[config.mk]
export PLATFORM = sky130hd
export DESIGN_NAME = sha1_byte_stream_hasher
export DESIGN_NICKNAME = d
export VERILOG_FILES = /design/src/hw/rtl/sha1bsh_pkg.sv /design/src/hw/rtl/sha1bsh_round.sv /design/src/hw/rtl/sha1bsh_sched.sv /design/src/hw/rtl/sha1_byte_stream_hasher.sv
export SDC_FILE = /design/constraint.sdc
export NUM_CORES = 2
export LEC_CHECK = 0
export ABC_AREA = 1
export BUFFER_PORTS_ARGS = -buffer_cell sky130_fd_sc_hd__buf_4
export CORE_MARGIN = 3
export CORE_UTILIZATION = 35
export CTS_BUF_LIST = sky130_fd_sc_hd__clkbuf_16
export CTS_CLUSTER_SIZE = 12
export DETAILED_ROUTE_END_ITERATION = 10
export MAX_ROUTING_LAYER = met4
export PLACE_DENSITY = 0.58
export SLEW_MARGIN = 20
export SYNTH_ARGS = -nofsm -noshare
export SYNTH_HDL_FRONTEND = slang
export SYNTH_SLANG_ARGS = --single-unit
export TNS_END_PERCENT = 100
[constraint.sdc]
create_clock -name clk -period 17 [get_ports clk]
set_input_delay 3.4 -clock clk [delete_from_list [all_inputs] [get_ports clk]]
set_output_delay 3.4 -clock clk [all_outputs]
set_load 0.02 [all_outputs]
[src/hw/rtl/sha1bsh_pkg.sv]
package sha1bsh_pkg;

  localparam int RND_W = 7;

  localparam logic [RND_W-1:0] RND_B1   = 7'd20;
  localparam logic [RND_W-1:0] RND_B2   = 7'd40;
  localparam logic [RND_W-1:0] RND_B3   = 7'd60;
  localparam logic [RND_W-1:0] RND_LAST = 7'd79;

  localparam logic [31:0] H0 = 32'h67452301;
  localparam logic [31:0] H1 = 32'hefcdab89;
  localparam logic [31:0] H2 = 32'h98badcfe;
  localparam logic [31:0] H3 = 32'h10325476;
  localparam logic [31:0] H4 = 32'hc3d2e1f0;

  localparam logic [31:0] K0 = 32'h5a827999;
  localparam logic [31:0] K1 = 32'h6ed9eba1;
  localparam logic [31:0] K2 = 32'h8f1bbcdc;
  localparam logic [31:0] K3 = 32'hca62c1d6;

  localparam logic [7:0] PAD_MARK   = 8'h80;
  localparam logic [5:0] LEN_POS    = 6'd56;
  localparam logic [5:0] BLOCK_LAST = 6'd63;

  typedef struct packed {
    logic [31:0] a;
    logic [31:0] b;
    logic [31:0] c;
    logic [31:0] d;
    logic [31:0] e;
  } work_t;

  typedef struct packed {
    logic       load_byte;
    logic [7:0] byte_val;
    logic       step;
  } sched_ctrl_t;

endpackage

[src/hw/rtl/sha1bsh_round.sv]
module sha1bsh_round (
  input  sha1bsh_pkg::work_t               cur,
  input  logic [31:0]                      w,
  input  logic [sha1bsh_pkg::RND_W-1:0]    rnd,
  output sha1bsh_pkg::work_t               nxt
);
  import sha1bsh_pkg::*;

  logic [31:0] f;
  logic [31:0] k;

  always_comb begin
    if (rnd < RND_B1) begin
      f = (cur.b & cur.c) | (~cur.b & cur.d);
      k = K0;
    end else if (rnd < RND_B2) begin
      f = cur.b ^ cur.c ^ cur.d;
      k = K1;
    end else if (rnd < RND_B3) begin
      f = (cur.b & cur.c) | (cur.b & cur.d) | (cur.c & cur.d);
      k = K2;
    end else begin
      f = cur.b ^ cur.c ^ cur.d;
      k = K3;
    end
  end

  always_comb begin
    nxt.a = {cur.a[26:0], cur.a[31:27]} + f + cur.e + k + w;
    nxt.b = cur.a;
    nxt.c = {cur.b[1:0], cur.b[31:2]};
    nxt.d = cur.c;
    nxt.e = cur.d;
  end

endmodule

[src/hw/rtl/sha1bsh_sched.sv]
module sha1bsh_sched (
  input  logic                      clk,
  input  sha1bsh_pkg::sched_ctrl_t  ctrl,
  output logic [31:0]               w_head
);
  import sha1bsh_pkg::*;

  logic [31:0] win [16];
  logic [31:0] w_mix;
  logic [31:0] w_new;

  assign w_mix  = win[13] ^ win[8] ^ win[2] ^ win[0];
  assign w_new  = {w_mix[30:0], w_mix[31]};
  assign w_head = win[0];

  // bytes shift in big-endian, oldest byte ends in the top of word 0
  always_ff @(posedge clk) begin
    if (ctrl.load_byte) begin
      for (int i = 0; i < 15; i++) begin
        win[i] <= {win[i][23:0], win[i+1][31:24]};
      end
      win[15] <= {win[15][23:0], ctrl.byte_val};
    end else if (ctrl.step) begin
      for (int i = 0; i < 15; i++) begin
        win[i] <= win[i+1];
      end
      win[15] <= w_new;
    end
  end

endmodule

[src/hw/rtl/sha1_byte_stream_hasher.sv]
// SHA-1 hasher over a byte stream. Each input transfer carries one message byte
// when s_tuser is high and ends the message when s_tlast is high; a transfer with
// s_tlast and no byte ends the message as it stands. Bytes are taken only while
// no compression or padding runs; every 64th byte also starts the compression:
// the rounds run through the single shared round unit, then the result is folded
// into the chaining words. At the end of a message the pad bytes (0x80, zeros,
// the 64-bit big-endian bit count) go into the block one per cycle through the
// same byte path, followed by one or two compressions. The digest leaves on
// m_tdata with word 0 in the lowest bits and is held until taken, while the
// next message is already accepted.
module sha1_byte_stream_hasher (
  input  logic         clk,
  input  logic         rst,
  input  logic         s_tvalid,
  output logic         s_tready,
  input  logic [7:0]   s_tdata,   // data_byte
  input  logic         s_tuser,   // carries_byte
  input  logic         s_tlast,   // finish
  output logic         m_tvalid,
  input  logic         m_tready,
  output logic [159:0] m_tdata    // digest_word0, digest_word1, ... digest_word4
);
  import sha1bsh_pkg::*;

  typedef enum logic [3:0] {
    S_IDLE  = 4'b0001,
    S_ROUND = 4'b0010,
    S_ADD   = 4'b0100,
    S_PAD   = 4'b1000
  } state_t;

  state_t           state;
  logic [RND_W-1:0] rnd;
  work_t            work;
  work_t            work_next;
  work_t            chain;
  work_t            sum;
  logic [5:0]       fill;
  logic [63:0]      bits;
  logic             fin_pend;
  logic             pad_mark;
  logic             len_phase;
  logic             is_len;
  logic [7:0]       pad_byte;
  logic [31:0]      w_head;
  logic             s_xfer;
  logic             digest_load;
  sched_ctrl_t      sched_ctrl;

  assign s_tready = (state == S_IDLE);
  assign s_xfer   = s_tvalid && s_tready;

  assign is_len   = !pad_mark && (len_phase || fill == LEN_POS);
  assign pad_byte = pad_mark ? PAD_MARK : (is_len ? bits[63:56] : 8'h00);

  assign digest_load = (state == S_ADD) && len_phase && (!m_tvalid || m_tready);

  always_comb begin
    sched_ctrl.load_byte = 1'b0;
    sched_ctrl.byte_val  = s_tdata;
    sched_ctrl.step      = 1'b0;
    unique case (state)
      S_IDLE: begin
        sched_ctrl.load_byte = s_xfer && s_tuser;
      end
      S_PAD: begin
        sched_ctrl.load_byte = 1'b1;
        sched_ctrl.byte_val  = pad_byte;
      end
      S_ROUND: begin
        sched_ctrl.step = 1'b1;
      end
      S_ADD: begin
      end
      default: begin
      end
    endcase
  end

  always_comb begin
    sum.a = chain.a + work.a;
    sum.b = chain.b + work.b;
    sum.c = chain.c + work.c;
    sum.d = chain.d + work.d;
    sum.e = chain.e + work.e;
  end

  sha1bsh_sched u_sched (
    .clk    (clk),
    .ctrl   (sched_ctrl),
    .w_head (w_head)
  );

  sha1bsh_round u_round (
    .cur (work),
    .w   (w_head),
    .rnd (rnd),
    .nxt (work_next)
  );

  always_ff @(posedge clk) begin
    if (rst) begin
      state     <= S_IDLE;
      rnd       <= '0;
      chain     <= '{a: H0, b: H1, c: H2, d: H3, e: H4};
      fill      <= '0;
      bits      <= '0;
      fin_pend  <= 1'b0;
      pad_mark  <= 1'b0;
      len_phase <= 1'b0;
      m_tvalid  <= 1'b0;
    end else begin
      if (digest_load) begin
        m_tvalid <= 1'b1;
      end else if (m_tvalid && m_tready) begin
        m_tvalid <= 1'b0;
      end
      unique case (state)
        S_IDLE: begin
          if (s_xfer) begin
            if (s_tlast) begin
              fin_pend <= 1'b1;
              pad_mark <= 1'b1;
            end
            if (s_tuser) begin
              fill <= fill + 6'd1;
              bits <= bits + 64'd8;
            end
            if (s_tuser && fill == BLOCK_LAST) begin
              work  <= chain;
              rnd   <= '0;
              state <= S_ROUND;
            end else if (s_tlast) begin
              state <= S_PAD;
            end
          end
        end
        S_PAD: begin
          fill     <= fill + 6'd1;
          pad_mark <= 1'b0;
          if (is_len) begin
            bits      <= {bits[55:0], 8'h00};
            len_phase <= 1'b1;
          end
          if (fill == BLOCK_LAST) begin
            work  <= chain;
            rnd   <= '0;
            state <= S_ROUND;
          end
        end
        S_ROUND: begin
          work <= work_next;
          rnd  <= rnd + 7'd1;
          if (rnd == RND_LAST) begin
            state <= S_ADD;
          end
        end
        S_ADD: begin
          if (len_phase) begin
            if (digest_load) begin
              m_tdata   <= {sum.e, sum.d, sum.c, sum.b, sum.a};
              chain     <= '{a: H0, b: H1, c: H2, d: H3, e: H4};
              bits      <= '0;
              fin_pend  <= 1'b0;
              len_phase <= 1'b0;
              state     <= S_IDLE;
            end
          end else begin
            chain <= sum;
            state <= fin_pend ? S_PAD : S_IDLE;
          end
        end
        default: begin
          state <= S_IDLE;
        end
      endcase
    end
  end

  a_rnd_range: assert property (@(posedge clk) disable iff (rst)
    state == S_ROUND |-> rnd <= RND_LAST)
    else $error("round counter past last round");

  a_full_block: assert property (@(posedge clk) disable iff (rst)
    sched_ctrl.load_byte && fill == BLOCK_LAST |=> state == S_ROUND)
    else $error("full block did not start compression");

  a_digest_src: assert property (@(posedge clk) disable iff (rst)
    $rose(m_tvalid) |-> $past(state == S_ADD) && $past(len_phase))
    else $error("digest raised outside final fold");

  a_idle_no_pad: assert property (@(posedge clk) disable iff (rst)
    s_tready |-> !fin_pend && !len_phase)
    else $error("input ready while padding pending");

endmodule
==> metrics.cfg <==
[critical_path]
cp-start-kind=primary input
crit_slowest_cell=buf_4
worstSetupPathType=primary input to flop
cp_data_arrival_time_ns=7.00
worst-path-buf-inv=5
crit_chain=buf_4 > inv_1 > nand2_1 > o21ai_0 > a21oi_1 > nand2_1 > nand2_1 > inv_1 > nor2_4 > buf_4 > buf_4
required_ns=17.35
max_stage_delay_ns=0.91
cp_max_fo=76
critPathTopFamily=buffers and inverters
cp-end-kind=flop

[pwr]
power_w=0.0154
vdd.ir_drop.worst_mv=0.156
power_density_nw_per_um2=220
power.leakage_nw=30.6

[die]
rows=154
die-width_um=429
dieHeight_um=429
io_pins=176
core_area_um2=177000
initial_core_util_pct=35.4
die_area_um2=184000

[clock_network]
cts_root_buf=clkbuf_16
cts.sinks=1074
cts_tree=done
cts_hold_buf=0
clock_latency_ns=0.76
post-cts-setup-buffer-count=0
cts_max_path_buffers=3
h-tree-depth=3
clk_pin_slew_ns=0.06
cts_buffers=120
ctsResizeCount=0

[cells_and_area]
area_delta_synth_final_pct=12.0
layout-drive-gt1-share_pct=5.34
mostFrequentLayoutCells=nand2_1, inv_1, edfxtp_1
nNetsFinal=8222
n_fill_cell=18100
final_common_cell=nand2_1

[drt]
wl_per_cell_um=19.0
drt_iter0_markers=4780
drcViolationCount=0
first_pass_iters=8
drt_wl_total_um=197000
ant_nets=0
vias=51300
vias_per_cell=4.97

[yosys]
synth_area_per_cell_um2=8.03
synth_area_leader_cell=edfxtp_1
syn_nets=8135
synth_top_area_share_pct=39.9
async_reset_ff_share_pct=0
ys_seq_elements=1074
syn-cell-area_um2=62600
synthCells=7799
yosys_warnings=0
yosysUniqueCellTypes=51
synth-edff-count=832
synthTopCellsByArea=edfxtp_1, nand2_1, dfxtp_1
synth_seq_area_share_pct=47.6
synth_flop_cell=edfxtp_1

[sta]
relSlewSlack_pct=27.2
clock_skew_ns=0.0437
worstMarginPinSlew_ns=1.09
period_needed_ns=6.65
timing.final.crit_share_pct=39.1
tns_ns=0
finalSetupViolCount=0
report.final.slew_viol_count=0
max_freq_ghz=0.150
finalHoldViolCount=0
rsz0062_at_grt=false
holdWs_ns=0.459

[grt]
antenna_found_initial=6
grt_pass1_vias=49300
grt_pass1_wl_um=299000
grt_max_degree=265
grt_usage_pct=21.6
gr-total-overflow=0

[placement]
gp_congestion=0.964
portBuffers=175
place_hpwl_um=148000

[run]
cap_violations=0

[status]
status=finished clean

[min_path]
min_path_type=flop to flop

path summary, 6_finish.rpt:
kind / from / endpoint / slack (ns) / cells after the start
worst max-delay path: s_tvalid / work[130] / 10.35 / 11
worst min-delay path: fin_pend / fin_pend / 0.46 / 2
worst max register to register: rnd[6] / work[153] / 11.70 / 17
worst min register to register: fin_pend / fin_pend / 0.46 / 2
per-stage QoR:
step	setup WS [ns]	util, %	instances	instance area, µm²
after CTS	10.43	39.6	10300	70100
final	10.35	39.6	10300	70100
after floorplan	1.08	-	7799	62600
after global placement	9.69	37.4	10100	66200
after global routing	10.07	39.6	10300	70100
after detailed placement	9.64	37.4	10100	66200
cells by family (layout without fill, tap and decap cells):
family	count (synthesis)	after routing	synth area share, %
AOI/OAI and AO/OA	1066	1066	9.10
xor gates and xnor gates	221	221	3.09
adders and majority gates	322	322	7.84
buffers and inverters	1335	1529	8.17
DFF	1074	1074	47.6
other	0	1	0
and+or+nand+nor	3781	3781	24.2
worst min-delay path: stages (launching register included):
cell and delay (ns):
dfxtp_1 0.30, inv_1 0.06, a21oi_1 0.06
report_power, final:
part | internal, W | switching (W) | leakage, nW
Sequential | 0.00442 | 0.000662 | 9.61
Combinational | 0.00246 | 0.00529 | 19.0
Clock | 0.00144 | 0.00113 | 2.02
Total | 0.00833 | 0.00708 | 30.6
flip-flops by register name, summed over array words and instances (netlist names):
| signal | flops |
|---|---|
| fill | 6 |
| m_tvalid | 1 |
| work | 160 |
| state | 4 |
| m_tdata | 160 |
| u_sched.win | 512 |
| chain | 160 |
| pad_mark | 1 |
| len_phase | 1 |
| rnd | 7 |
| bits | 61 |
| fin_pend | 1 |
per-layer routing:
| metal | track usage, % | part of all wire, % | vias up | wire length (µm) |
|---|---|---|---|---|
| li1 | - | - | 25300 | - |
| met2 | 35.6 | 48 | 1330 | 94100 |
| met5 | - | 0 | - | 0 |
| met3 | 2.60 | 4.7 | 311 | 9210 |
| met4 | 6.95 | 3.6 | 0 | 7120 |
| met1 | 27.6 | 44 | 24500 | 86300 |
synthesized netlist by cell type, types with 31 or more instances:
library cell and count:
nand4_1 41, a21oi_1 362, nand3_1 295, dfxtp_1 242, nand2_1 2736, xnor2_1 107, o21ai_0 555, ha_1 205
fa_1 117, o22ai_1 32, buf_2 51, nor2_1 507, and2_1 68, nor3_1 72, clkbuf_1 172, xor2_1 114
edfxtp_1 832, o21bai_1 31, inv_1 1079
cell type report:
cell class	count	area (µm²)	share of cell area [%]
flip-flops and latches	1074	29800	42.5
multi-input cells	5390	27700	39.6
inverters	1090	4110	5.86
clock buffers	124	3100	4.43
well taps	2340	2930	4.18
repair buffers	210	1630	2.32
clock inverters	105	786	1.12
diodes	1	2.50	0.00357
Power figures use the tool's default switching activity.
